### src/sv/wmcd_pkg.sv
// Shared types, constants and state encodings for the min/max column decimator.
package wmcd_pkg;

  localparam int unsigned SAMPLE_BITS     = 16;
  localparam int unsigned MAX_COLUMNS_DEF = 4096;
  localparam int unsigned MAX_SCALE       = 4;
  localparam int unsigned COL_MAX_W       = 14;
  localparam int unsigned DEV_W           = 14;
  localparam int unsigned PROD_W          = 46;
  localparam int unsigned P_W             = 16;
  localparam int unsigned JOB_DEPTH       = 2;
  localparam int unsigned CFG_IDX_W       = 3;

  typedef enum logic [CFG_IDX_W-1:0] {
    REG_WINDOW_OFFSET  = 3'd0,
    REG_WINDOW_FRAMES  = 3'd1,
    REG_LOGICAL_WIDTH  = 3'd2,
    REG_LOGICAL_HEIGHT = 3'd3,
    REG_PIXEL_SCALE    = 3'd4
  } cfg_reg_e;

  typedef struct packed {
    logic [31:0] window_offset;
    logic [31:0] window_frames;
    logic [12:0] logical_width;
    logic [12:0] logical_height;
    logic [2:0]  pixel_scale;
  } cfg_t;

  localparam cfg_t CFG_RESET = '{
    window_offset:  32'd0,
    window_frames:  32'd4096,
    logical_width:  13'd1024,
    logical_height: 13'd256,
    pixel_scale:    3'd1
  };

  typedef struct packed {
    logic [31:0]                   frame_index;
    logic signed [SAMPLE_BITS-1:0] sample_value;
    logic                          end_of_clip;
  } in_item_t;

  typedef struct packed {
    logic [DEV_W-1:0] device_column;
    logic [DEV_W-1:0] row_top;
    logic [DEV_W-1:0] row_bottom;
    logic             setup_error;
    logic             run_last;
  } out_item_t;

  typedef struct packed {
    logic                          setup_error;
    logic [COL_MAX_W-1:0]          column;
    logic signed [SAMPLE_BITS-1:0] col_max;
    logic signed [SAMPLE_BITS-1:0] col_min;
  } job_t;

  typedef enum logic [2:0] {
    FE_IDLE,
    FE_CLASSIFY,
    FE_MUL,
    FE_DIV,
    FE_MUL2,
    FE_UPDATE,
    FE_PUSH
  } fe_state_e;

  typedef enum logic [1:0] {
    BE_IDLE,
    BE_MULT,
    BE_ROW,
    BE_EMIT
  } be_state_e;

endpackage

### src/sv/wmcd_front.sv
// Front end: accepts frames, finds their column by long division and keeps the column extremes.
module wmcd_front #(
  parameter int unsigned MAX_COLUMNS = wmcd_pkg::MAX_COLUMNS_DEF
) (
  input  logic               clk_i,
  input  logic               rst_ni,
  input  wmcd_pkg::cfg_t     cfg_i,
  input  logic               restart_i,
  input  logic               push_i,
  output logic               full_o,
  input  wmcd_pkg::in_item_t item_i,
  output logic               job_push_o,
  output wmcd_pkg::job_t     job_o,
  input  logic               job_full_i
);

  localparam int unsigned CW    = $clog2(MAX_COLUMNS);
  localparam int unsigned CNT_W = $clog2(CW);
  localparam int unsigned SB    = wmcd_pkg::SAMPLE_BITS;
  localparam int unsigned PW    = wmcd_pkg::PROD_W;

  wmcd_pkg::fe_state_e state_q, state_d;
  wmcd_pkg::in_item_t  item_q, item_d;
  wmcd_pkg::job_t      job_q, job_d;
  logic [31:0]         r_q, r_d;
  logic [PW-1:0]       rem_q, rem_d;
  logic [PW-1:0]       dsr_q, dsr_d;
  logic [PW-1:0]       b_q, b_d;
  logic [PW-1:0]       bnd_q, bnd_d;
  logic [CW-1:0]       quo_q, quo_d;
  logic [CNT_W-1:0]    cnt_q, cnt_d;
  logic [CW-1:0]       cur_q, cur_d;
  logic signed [SB-1:0] min_q, min_d;
  logic signed [SB-1:0] max_q, max_d;
  logic                has_q, has_d;
  logic                done_q, done_d;

  logic                setup_bad;
  logic [31:0]         rel;
  logic [44:0]         rw;
  logic [PW-1:0]       w_ext;
  logic                ge;
  logic [CW:0]         cnext;
  logic [32+CW:0]      bnd_full;
  logic                close;
  logic                new_col;
  logic                last_col;
  logic signed [SB-1:0] s;
  logic signed [SB-1:0] lo;
  logic signed [SB-1:0] hi;

  assign setup_bad = (cfg_i.window_frames == '0) || (cfg_i.logical_width == '0) ||
                     (32'(cfg_i.logical_width) > 32'(MAX_COLUMNS)) ||
                     (cfg_i.logical_height == '0) || (cfg_i.pixel_scale == '0) ||
                     (32'(cfg_i.pixel_scale) > 32'(wmcd_pkg::MAX_SCALE)) ||
                     (cfg_i.window_frames < 32'(cfg_i.logical_width));

  assign rel      = item_q.frame_index - cfg_i.window_offset;
  assign rw       = 45'(r_q) * 45'(cfg_i.logical_width);
  assign w_ext    = PW'(cfg_i.logical_width);
  assign ge       = rem_q >= dsr_q;
  assign cnext    = (CW+1)'(quo_q) + (CW+1)'(1);
  assign bnd_full = (33+CW)'(cfg_i.window_frames) * (33+CW)'(cnext);
  assign close    = item_q.end_of_clip || (bnd_q < b_q);
  assign s        = item_q.sample_value;
  assign new_col  = !has_q || (quo_q != cur_q);
  assign lo       = (new_col || (s < min_q)) ? s : min_q;
  assign hi       = (new_col || (s > max_q)) ? s : max_q;
  assign last_col = (32'(quo_q) + 32'd1) >= 32'(cfg_i.logical_width);

  assign full_o = state_q != wmcd_pkg::FE_IDLE;
  assign job_o  = job_q;

  always_comb begin
    state_d    = state_q;
    item_d     = item_q;
    job_d      = job_q;
    r_d        = r_q;
    rem_d      = rem_q;
    dsr_d      = dsr_q;
    b_d        = b_q;
    bnd_d      = bnd_q;
    quo_d      = quo_q;
    cnt_d      = cnt_q;
    cur_d      = cur_q;
    min_d      = min_q;
    max_d      = max_q;
    has_d      = has_q;
    done_d     = done_q;
    job_push_o = 1'b0;
    unique case (state_q)
      wmcd_pkg::FE_IDLE: begin
        if (push_i) begin
          item_d  = item_i;
          state_d = wmcd_pkg::FE_CLASSIFY;
        end
      end
      wmcd_pkg::FE_CLASSIFY: begin
        r_d = rel;
        if (setup_bad) begin
          job_d             = '0;
          job_d.setup_error = 1'b1;
          state_d           = wmcd_pkg::FE_PUSH;
        end else if (done_q) begin
          state_d = wmcd_pkg::FE_IDLE;
        end else if (item_q.frame_index < cfg_i.window_offset) begin
          has_d = 1'b0;
          if (item_q.end_of_clip) begin
            done_d = 1'b1;
          end
          state_d = wmcd_pkg::FE_IDLE;
        end else if (rel >= cfg_i.window_frames) begin
          has_d   = 1'b0;
          done_d  = 1'b1;
          state_d = wmcd_pkg::FE_IDLE;
        end else begin
          state_d = wmcd_pkg::FE_MUL;
        end
      end
      wmcd_pkg::FE_MUL: begin
        rem_d   = PW'(rw) + w_ext - PW'(1);
        b_d     = PW'(rw) + (w_ext << 1);
        dsr_d   = PW'(cfg_i.window_frames) << (CW - 1);
        quo_d   = '0;
        cnt_d   = CNT_W'(CW - 1);
        state_d = wmcd_pkg::FE_DIV;
      end
      wmcd_pkg::FE_DIV: begin
        if (ge) begin
          rem_d = rem_q - dsr_q;
        end
        quo_d = {quo_q[CW-2:0], ge};
        dsr_d = dsr_q >> 1;
        if (cnt_q == '0) begin
          state_d = wmcd_pkg::FE_MUL2;
        end else begin
          cnt_d = cnt_q - CNT_W'(1);
        end
      end
      wmcd_pkg::FE_MUL2: begin
        bnd_d   = PW'(bnd_full);
        state_d = wmcd_pkg::FE_UPDATE;
      end
      wmcd_pkg::FE_UPDATE: begin
        cur_d = quo_q;
        min_d = lo;
        max_d = hi;
        if (close) begin
          has_d             = 1'b0;
          done_d            = item_q.end_of_clip || last_col;
          job_d.setup_error = 1'b0;
          job_d.column      = wmcd_pkg::COL_MAX_W'(quo_q);
          job_d.col_max     = hi;
          job_d.col_min     = lo;
          state_d           = wmcd_pkg::FE_PUSH;
        end else begin
          has_d   = 1'b1;
          state_d = wmcd_pkg::FE_IDLE;
        end
      end
      wmcd_pkg::FE_PUSH: begin
        job_push_o = !job_full_i;
        if (!job_full_i) begin
          state_d = wmcd_pkg::FE_IDLE;
        end
      end
      default: begin
        state_d = wmcd_pkg::FE_IDLE;
      end
    endcase
    if (restart_i) begin
      cur_d  = '0;
      min_d  = '0;
      max_d  = '0;
      has_d  = 1'b0;
      done_d = 1'b0;
    end
  end

  always_ff @(posedge clk_i or negedge rst_ni) begin
    if (!rst_ni) begin
      state_q <= wmcd_pkg::FE_IDLE;
      cnt_q   <= '0;
      cur_q   <= '0;
      min_q   <= '0;
      max_q   <= '0;
      has_q   <= 1'b0;
      done_q  <= 1'b0;
    end else begin
      state_q <= state_d;
      cnt_q   <= cnt_d;
      cur_q   <= cur_d;
      min_q   <= min_d;
      max_q   <= max_d;
      has_q   <= has_d;
      done_q  <= done_d;
    end
  end

  always_ff @(posedge clk_i) begin
    item_q <= item_d;
    job_q  <= job_d;
    r_q    <= r_d;
    rem_q  <= rem_d;
    dsr_q  <= dsr_d;
    b_q    <= b_d;
    bnd_q  <= bnd_d;
    quo_q  <= quo_d;
  end

  a_column_in_range: assert property (@(posedge clk_i) disable iff (!rst_ni)
    state_q == wmcd_pkg::FE_UPDATE |-> 32'(quo_q) < 32'(cfg_i.logical_width))
    else $error("Column search produced a column beyond the image width.");

  a_restart_clears: assert property (@(posedge clk_i) disable iff (!rst_ni)
    restart_i |=> !has_q && !done_q)
    else $error("A register write did not restart the window.");

endmodule

### src/sv/wmcd_job_fifo.sv
// Short queue of closed columns between the front end and the span generator.
module wmcd_job_fifo (
  input  logic           clk_i,
  input  logic           rst_ni,
  input  logic           push_i,
  input  wmcd_pkg::job_t job_i,
  output logic           full_o,
  input  logic           pop_i,
  output wmcd_pkg::job_t job_o,
  output logic           empty_o
);

  localparam int unsigned DEPTH = wmcd_pkg::JOB_DEPTH;
  localparam int unsigned AW    = $clog2(DEPTH);

  wmcd_pkg::job_t mem_q [DEPTH];
  logic [AW-1:0]  wr_ptr_q, wr_ptr_d;
  logic [AW-1:0]  rd_ptr_q, rd_ptr_d;
  logic [AW:0]    cnt_q, cnt_d;
  logic           do_push;
  logic           do_pop;

  assign full_o  = cnt_q == (AW+1)'(DEPTH);
  assign empty_o = cnt_q == '0;
  assign do_push = push_i && !full_o;
  assign do_pop  = pop_i && !empty_o;
  assign job_o   = mem_q[rd_ptr_q];

  always_comb begin
    wr_ptr_d = wr_ptr_q;
    rd_ptr_d = rd_ptr_q;
    cnt_d    = cnt_q;
    if (do_push) begin
      wr_ptr_d = (wr_ptr_q == AW'(DEPTH - 1)) ? '0 : wr_ptr_q + AW'(1);
    end
    if (do_pop) begin
      rd_ptr_d = (rd_ptr_q == AW'(DEPTH - 1)) ? '0 : rd_ptr_q + AW'(1);
    end
    if (do_push && !do_pop) begin
      cnt_d = cnt_q + (AW+1)'(1);
    end else if (do_pop && !do_push) begin
      cnt_d = cnt_q - (AW+1)'(1);
    end
  end

  always_ff @(posedge clk_i or negedge rst_ni) begin
    if (!rst_ni) begin
      wr_ptr_q <= '0;
      rd_ptr_q <= '0;
      cnt_q    <= '0;
    end else begin
      wr_ptr_q <= wr_ptr_d;
      rd_ptr_q <= rd_ptr_d;
      cnt_q    <= cnt_d;
    end
  end

  always_ff @(posedge clk_i) begin
    if (do_push) begin
      mem_q[wr_ptr_q] <= job_i;
    end
  end

  a_no_overflow: assert property (@(posedge clk_i) disable iff (!rst_ni)
    push_i |-> !full_o)
    else $error("Front end offered a column while the queue was full.");

endmodule

### src/sv/wmcd_back.sv
// Back end: turns a closed column into device rows and emits one span per device column.
module wmcd_back (
  input  logic                clk_i,
  input  logic                rst_ni,
  input  wmcd_pkg::cfg_t      cfg_i,
  input  logic                job_empty_i,
  input  wmcd_pkg::job_t      job_i,
  output logic                job_pop_o,
  output logic                empty_o,
  input  logic                pop_i,
  output wmcd_pkg::out_item_t out_item_o
);

  localparam int unsigned SB  = wmcd_pkg::SAMPLE_BITS;
  localparam int unsigned PWD = wmcd_pkg::P_W;
  localparam int unsigned DW  = wmcd_pkg::DEV_W;
  localparam int unsigned MW  = PWD + SB + 1;
  localparam int unsigned BW  = wmcd_pkg::COL_MAX_W + 3;
  localparam logic [SB:0] Q_EXT = {1'b0, 1'b1, {(SB-1){1'b0}}};

  function automatic logic [SB:0] q_minus(input logic [SB-1:0] smp);
    return Q_EXT - {smp[SB-1], smp};
  endfunction

  function automatic logic [DW-1:0] row_of(input logic [MW-1:0] prod,
                                           input logic [PWD-1:0] p);
    logic [MW:0]    num;
    logic [PWD+1:0] row;
    num = {1'b0, prod} + (MW+1)'(Q_EXT);
    row = num[MW:SB];
    if (row >= (PWD+2)'(p)) begin
      row = (PWD+2)'(p) - (PWD+2)'(1);
    end
    return row[DW-1:0];
  endfunction

  wmcd_pkg::be_state_e state_q, state_d;
  wmcd_pkg::job_t      job_q, job_d;
  wmcd_pkg::out_item_t out_q, out_d;
  logic                outv_q, outv_d;
  logic [2:0]          k_q, k_d;
  logic [PWD-1:0]      p_q;
  logic [MW-1:0]       ptop_q, ptop_d;
  logic [MW-1:0]       pbot_q, pbot_d;
  logic [BW-1:0]       base_q, base_d;
  logic [DW-1:0]       top_q, top_d;
  logic [DW-1:0]       bot_q, bot_d;
  logic                slot_free;
  logic                last;

  assign slot_free  = !outv_q || pop_i;
  assign last       = job_q.setup_error || ((k_q + 3'd1) == cfg_i.pixel_scale);
  assign empty_o    = !outv_q;
  assign out_item_o = out_q;

  always_comb begin
    state_d   = state_q;
    job_d     = job_q;
    out_d     = out_q;
    outv_d    = outv_q && !pop_i;
    k_d       = k_q;
    ptop_d    = ptop_q;
    pbot_d    = pbot_q;
    base_d    = base_q;
    top_d     = top_q;
    bot_d     = bot_q;
    job_pop_o = 1'b0;
    unique case (state_q)
      wmcd_pkg::BE_IDLE: begin
        if (!job_empty_i) begin
          job_pop_o = 1'b1;
          job_d     = job_i;
          k_d       = '0;
          state_d   = job_i.setup_error ? wmcd_pkg::BE_EMIT : wmcd_pkg::BE_MULT;
        end
      end
      wmcd_pkg::BE_MULT: begin
        ptop_d  = MW'(p_q) * MW'(q_minus(job_q.col_max));
        pbot_d  = MW'(p_q) * MW'(q_minus(job_q.col_min));
        base_d  = BW'(job_q.column) * BW'(cfg_i.pixel_scale);
        state_d = wmcd_pkg::BE_ROW;
      end
      wmcd_pkg::BE_ROW: begin
        top_d   = row_of(ptop_q, p_q);
        bot_d   = row_of(pbot_q, p_q);
        state_d = wmcd_pkg::BE_EMIT;
      end
      wmcd_pkg::BE_EMIT: begin
        if (slot_free) begin
          outv_d = 1'b1;
          if (job_q.setup_error) begin
            out_d             = '0;
            out_d.setup_error = 1'b1;
          end else begin
            out_d.device_column = DW'(base_q + BW'(k_q));
            out_d.row_top       = top_q;
            out_d.row_bottom    = bot_q;
            out_d.setup_error   = 1'b0;
          end
          out_d.run_last = last;
          k_d            = k_q + 3'd1;
          if (last) begin
            state_d = wmcd_pkg::BE_IDLE;
          end
        end
      end
      default: begin
        state_d = wmcd_pkg::BE_IDLE;
      end
    endcase
  end

  always_ff @(posedge clk_i or negedge rst_ni) begin
    if (!rst_ni) begin
      state_q <= wmcd_pkg::BE_IDLE;
      outv_q  <= 1'b0;
      k_q     <= '0;
    end else begin
      state_q <= state_d;
      outv_q  <= outv_d;
      k_q     <= k_d;
    end
  end

  always_ff @(posedge clk_i) begin
    job_q  <= job_d;
    out_q  <= out_d;
    p_q    <= PWD'(cfg_i.logical_height) * PWD'(cfg_i.pixel_scale);
    ptop_q <= ptop_d;
    pbot_q <= pbot_d;
    base_q <= base_d;
    top_q  <= top_d;
    bot_q  <= bot_d;
  end

  a_error_is_last: assert property (@(posedge clk_i) disable iff (!rst_ni)
    outv_q && out_q.setup_error |-> out_q.run_last && (out_q.device_column == '0))
    else $error("A setup error item must stand alone.");

  a_span_order: assert property (@(posedge clk_i) disable iff (!rst_ni)
    outv_q && !out_q.setup_error && (p_q <= PWD'(16384)) |->
      out_q.row_top <= out_q.row_bottom)
    else $error("Span top row lies below its bottom row.");

  a_span_count: assert property (@(posedge clk_i) disable iff (!rst_ni)
    state_q == wmcd_pkg::BE_EMIT && !job_q.setup_error |-> k_q < cfg_i.pixel_scale)
    else $error("More spans emitted than device columns per logical column.");

endmodule

### src/sv/waveform_minmax_column_decimator.sv
// Top level of the min/max waveform column decimator with its register file.
//
// An item inside the window passes through classification, a multiply, the column search,
// a second multiply, the update and, when it closes a column, a push into the queue before
// the next item is accepted; the search produces one quotient bit per cycle over CW bits,
// where CW is log2 of MAX_COLUMNS. Items before or past the window or after it is done only
// pass classification; under an invalid setup an error job is pushed as well. A closed
// column waits in a two-entry queue; the span generator takes it through a multiply and a
// row step and emits one span per device column; an output register holds each until popped.
// Registers are written through the configuration channel, which is always ready; any write
// to a listed register restarts the window. After reset the window starts at frame 0 and
// spans 4096 frames over 1024 columns of 256 rows at a pixel scale of one.
module waveform_minmax_column_decimator #(
  parameter int unsigned MAX_COLUMNS = wmcd_pkg::MAX_COLUMNS_DEF
) (
  input  logic                              clk_i,
  input  logic                              rst_ni,
  input  logic                              push,
  output logic                              full,
  input  wmcd_pkg::in_item_t                in_item_i,
  output logic                              empty,
  input  logic                              pop,
  output wmcd_pkg::out_item_t               out_item_o,
  input  logic                              cfg_valid_i,
  output logic                              cfg_ready_o,
  input  logic [wmcd_pkg::CFG_IDX_W-1:0]    cfg_index_i,
  input  logic [31:0]                       cfg_data_i
);

  wmcd_pkg::cfg_t cfg_q, cfg_d;
  logic           restart;
  logic           job_push;
  logic           job_full;
  logic           job_pop;
  logic           job_empty;
  wmcd_pkg::job_t job_in;
  wmcd_pkg::job_t job_out;

  assign cfg_ready_o = 1'b1;

  always_comb begin
    cfg_d   = cfg_q;
    restart = 1'b0;
    if (cfg_valid_i) begin
      unique case (wmcd_pkg::cfg_reg_e'(cfg_index_i))
        wmcd_pkg::REG_WINDOW_OFFSET: begin
          cfg_d.window_offset = cfg_data_i;
          restart             = 1'b1;
        end
        wmcd_pkg::REG_WINDOW_FRAMES: begin
          cfg_d.window_frames = cfg_data_i;
          restart             = 1'b1;
        end
        wmcd_pkg::REG_LOGICAL_WIDTH: begin
          cfg_d.logical_width = cfg_data_i[12:0];
          restart             = 1'b1;
        end
        wmcd_pkg::REG_LOGICAL_HEIGHT: begin
          cfg_d.logical_height = cfg_data_i[12:0];
          restart              = 1'b1;
        end
        wmcd_pkg::REG_PIXEL_SCALE: begin
          cfg_d.pixel_scale = cfg_data_i[2:0];
          restart           = 1'b1;
        end
        default: begin
          restart = 1'b0;
        end
      endcase
    end
  end

  always_ff @(posedge clk_i or negedge rst_ni) begin
    if (!rst_ni) begin
      cfg_q <= wmcd_pkg::CFG_RESET;
    end else begin
      cfg_q <= cfg_d;
    end
  end

  wmcd_front #(
    .MAX_COLUMNS(MAX_COLUMNS)
  ) u_front (
    .clk_i      (clk_i),
    .rst_ni     (rst_ni),
    .cfg_i      (cfg_q),
    .restart_i  (restart),
    .push_i     (push),
    .full_o     (full),
    .item_i     (in_item_i),
    .job_push_o (job_push),
    .job_o      (job_in),
    .job_full_i (job_full)
  );

  wmcd_job_fifo u_queue (
    .clk_i   (clk_i),
    .rst_ni  (rst_ni),
    .push_i  (job_push),
    .job_i   (job_in),
    .full_o  (job_full),
    .pop_i   (job_pop),
    .job_o   (job_out),
    .empty_o (job_empty)
  );

  wmcd_back u_back (
    .clk_i       (clk_i),
    .rst_ni      (rst_ni),
    .cfg_i       (cfg_q),
    .job_empty_i (job_empty),
    .job_i       (job_out),
    .job_pop_o   (job_pop),
    .empty_o     (empty),
    .pop_i       (pop),
    .out_item_o  (out_item_o)
  );

endmodule

### config.mk
export PLATFORM = sky130hd
export DESIGN_NAME = waveform_minmax_column_decimator
export DESIGN_NICKNAME = d
export VERILOG_FILES = /design/src/sv/wmcd_pkg.sv /design/src/sv/wmcd_front.sv /design/src/sv/wmcd_job_fifo.sv /design/src/sv/wmcd_back.sv /design/src/sv/waveform_minmax_column_decimator.sv
export SDC_FILE = /design/constraint.sdc
export NUM_CORES = 2
export LEC_CHECK = 0
export ABC_AREA = 1
export BUFFER_PORTS_ARGS = -buffer_cell sky130_fd_sc_hd__buf_2
export CAP_MARGIN = 30
export CORE_MARGIN = 2
export CORE_UTILIZATION = 40
export CTS_CLUSTER_DIAMETER = 40
export CTS_CLUSTER_SIZE = 30
export DETAILED_ROUTE_END_ITERATION = 6
export PLACE_DENSITY = 0.6
export SETUP_SLACK_MARGIN = 0.05
export SYNTH_ARGS = -nofsm -noshare
export SYNTH_HDL_FRONTEND = slang
export SYNTH_HIERARCHICAL = 1
export SYNTH_SLANG_ARGS = --single-unit
export TNS_END_PERCENT = 5
### constraint.sdc
create_clock -name clk_i -period 6.85 [get_ports clk_i]
set_input_delay 0.685 -clock clk_i [delete_from_list [all_inputs] [get_ports clk_i]]
set_output_delay 0.685 -clock clk_i [all_outputs]
set_load 0.01 [all_outputs]
==> flow_summary.toml <==
[timing]
fmax_mhz = 142.4
hold_viol_final = 0
relSlewSlack = 0.3413
clock-skew-final_ns = 0.04277
drv_slew = 0
fin_crit_sh = 1.025
rsz0062_at_grt = "true"
setup_slack_ns = -0.1715
finalSetupViolCount = 17
timing.final.crit_period_ns = 7.021
worst_slew_pin_slew_ns = 0.9810

[clock_network]
cts_tree = "built"
clk-insertion-delay-late_ns = 0.81
h-tree-depth = 4
clkSinkCount = 753
ctsLongestPathBuffers = 3
clockRootBuffer = "clkbuf_16"
clk_pin_slew_worst_paths_ns = 0.06
numCtsBuffers = 140

[placement]
gp_congestion = 0.9733
dp_hpwl_um = 240900
portBuffers = 134
dp.cells = 14710

[setup_path]
path_class = "reg2reg"
r2r_cells = 29
worst_setup_path_start_kind = "flop"
cp-end-kind = "flop"
cp_data_arrival_time_ns = 7.56
critPathMaxFanout = 12
critPathSlowestCell = "fa_1"
r2r-end = "u_front/rem_q[42]"
r2r_slack_ns = -0.17
cpPeakStageDelay_ns = 0.55
crit_required_ns = 7.39
r2r_start = "cfg_q[22]"

[detailed_routing]
via_per_inst = 5.118
wl_per_cell_um = 19.82
drt-initial-drc-count = 5671
vias = 77060
drt-total-wl_um = 298500
dr.pass1.iters = 6
ant_nets = 0
drc = 0

[flow_run]
cap_violations = 0

[yosys]
synthFlopType = "edfxtp_1"
seq_area_frac_synth = 0.2418
yosys_warnings = 6
async_flop_share = 0.2072
syn-cell-area_mm2 = 0.08965
synthTopCellsByArea = "fa_1 (25%), edfxtp_1 (19%), nand2_1 (11%)"
yosysMostFrequentCell = "nand2_1"
synth_top_area_frac = 0.2463
yosysTopAreaCell = "fa_1"
syn_avg_cell_area_um2 = 8.131
synth_common_cells = "nand2_1 (2,664), inv_1 (2,388), fa_1 (1,103)"
ys_seq_elements = 753
synthCells = 11030
synth_edf_count = 581
ys_types = 78

[floorplan]
die_h_um = 477.4
row_count = 173
initial_core_util = 0.4029
die_x_um = 477.4
placeableCoreArea_mm2 = 0.2225
ios = 136
dieArea_mm2 = 0.2279

[grt]
grt_pass1_vias = 79290
overflow = 0
grt.total_usage = 0.2599
top_usage_layer = "met2"
met3_usage = 0.03995
grt_pass1_wl_um = 458400
grt_max_degree = 105
antenna_found_initial = 18
grt_util_met1 = 0.3318
grt_use_met2 = 0.4357

[worst_hold_path]
whs_path_depth = 1
hold_path_end = "u_front/s[1]"
worstHoldStart = "in_item_i[2]"
hold_class = "in2reg"

[layout]
syn2layout_area_growth_pct = 21.15
drive_gt1_frac = 0.1638
layout.nets = 13910
final_cells = 15060
final_util = 0.4881
n_fill_cell = 21390

[outcome]
failed_checks = "negative setup slack"
status = "finished, violations left"
cell usage in the layout, fill, tap and decap left out, types with 145 or more instances in the layout:
cell type  instances
a21oi_1          428
buf_4            882
clkbuf_16        145
edfxtp_1         581
fa_1            1101
ha_1             689
inv_1           2324
nand2_1         2582
nand3_1          364
nor2_1           841
o21ai_0          295
xor2_1           148
cell families (layout without fill, tap and decap cells):
| group | count (synthesis) | after routing | share of synthesized area |
|---|---|---|---|
| xor+xnor | 251 | 251 | 0.02486 |
| buf+inv | 2750 | 3797 | 0.1168 |
| simple gates | 4288 | 4288 | 0.1952 |
| other cells | 2 | 10 | 0.00008377 |
| mux | 2 | 2 | 0.0002233 |
| flops | 753 | 753 | 0.2418 |
| compound gates | 1118 | 1118 | 0.06883 |
| fa+ha+maj | 1862 | 1862 | 0.3522 |
timing repair:
action / CTS / global route
endpoints found under the setup margin: 88 / 117
buffers inserted: 28 / 43
hold endpoints to repair: 52 / 0
resized for setup: 303 / 460
pin swaps: 36 / 183
gates cloned: 0 / 2
hold buffers: 1 / 0
worst max-delay path by stage:
stage / from / end / slack (ns)
after global placement: cfg_q[17] / u_front/rem_q[28] / -0.96
after global routing: cfg_q[17] / u_front/rem_q[45] / -0.42
after detailed placement: cfg_q[17] / u_front/rem_q[28] / -0.97
after floorplan: cfg_q[17] / u_front/rem_q[41] / 0.06
final: cfg_q[22] / u_front/rem_q[42] / -0.17
after CTS: cfg_q[26] / u_front/rem_q[42] / -0.26
worst max-delay path: cells and delay by family (launching register included):
kind                     cells  cell delay, ns
AO/OA/AOI/OAI                5            0.92
XOR/XNOR                     1            0.22
adder cells (fa/ha/maj)      7            3.13
buffers and inverters       11            1.41
flip-flops                   1            0.48
AND/OR/NAND/NOR              5            0.61
layer usage:
layer / share of wire / wire (um)
met1: 0.41 / 123000
met4: 0.050 / 14800
met5: 0.00020 / 60
met3: 0.064 / 19170
met2: 0.47 / 141400
through the flow:
step / hold slack, ns / TNS [ns] / worst slack (ns) / cell area [um^2]
3_5_place_dp: 0.4330 / -28.25 / -0.9717 / 100100
5_1_grt: 0.02710 / -15.04 / -0.4183 / 108600
3_3_place_gp: 0.4241 / -29.19 / -0.9576 / 100000
4_1_cts: 0.004629 / -1.927 / -0.2581 / 106400
6_report: 0.06084 / -1.370 / -0.1715 / 108600
2_1_floorplan: 0.3894 / 0 / 0.05985 / 89660
layout make-up:
class | count | area, um^2 | area share
flip-flops and latches | 753 | 21690 | 0.1997
well taps | 2975 | 3722 | 0.03427
clock inverters | 97 | 1156 | 0.01064
repair buffers | 1118 | 8907 | 0.08201
multi-input cells | 7524 | 60320 | 0.5554
clock buffers | 164 | 3687 | 0.03395
inverters | 2418 | 9110 | 0.08388
diodes | 7 | 17.52 | 0.0001613
sequential cells by signal, summed over array words and instances (netlist names), 18 cells and up:
signal,cells
u_back/ptop_q,18
u_front/job_o,45
u_back/out_item_o,44
u_front/r_q,32
u_back/job_q,47
u_back/pbot_q,18
u_queue/mem_q,94
u_front/item_q,33
u_front/b_q,46
u_front/rem_q,46
cfg_q,93
u_front/dsr_q,43
u_front/bnd_q,45
Power is not shown: default switching activity piles up to over one toggle a cycle in this logic, so the estimate is an artifact.
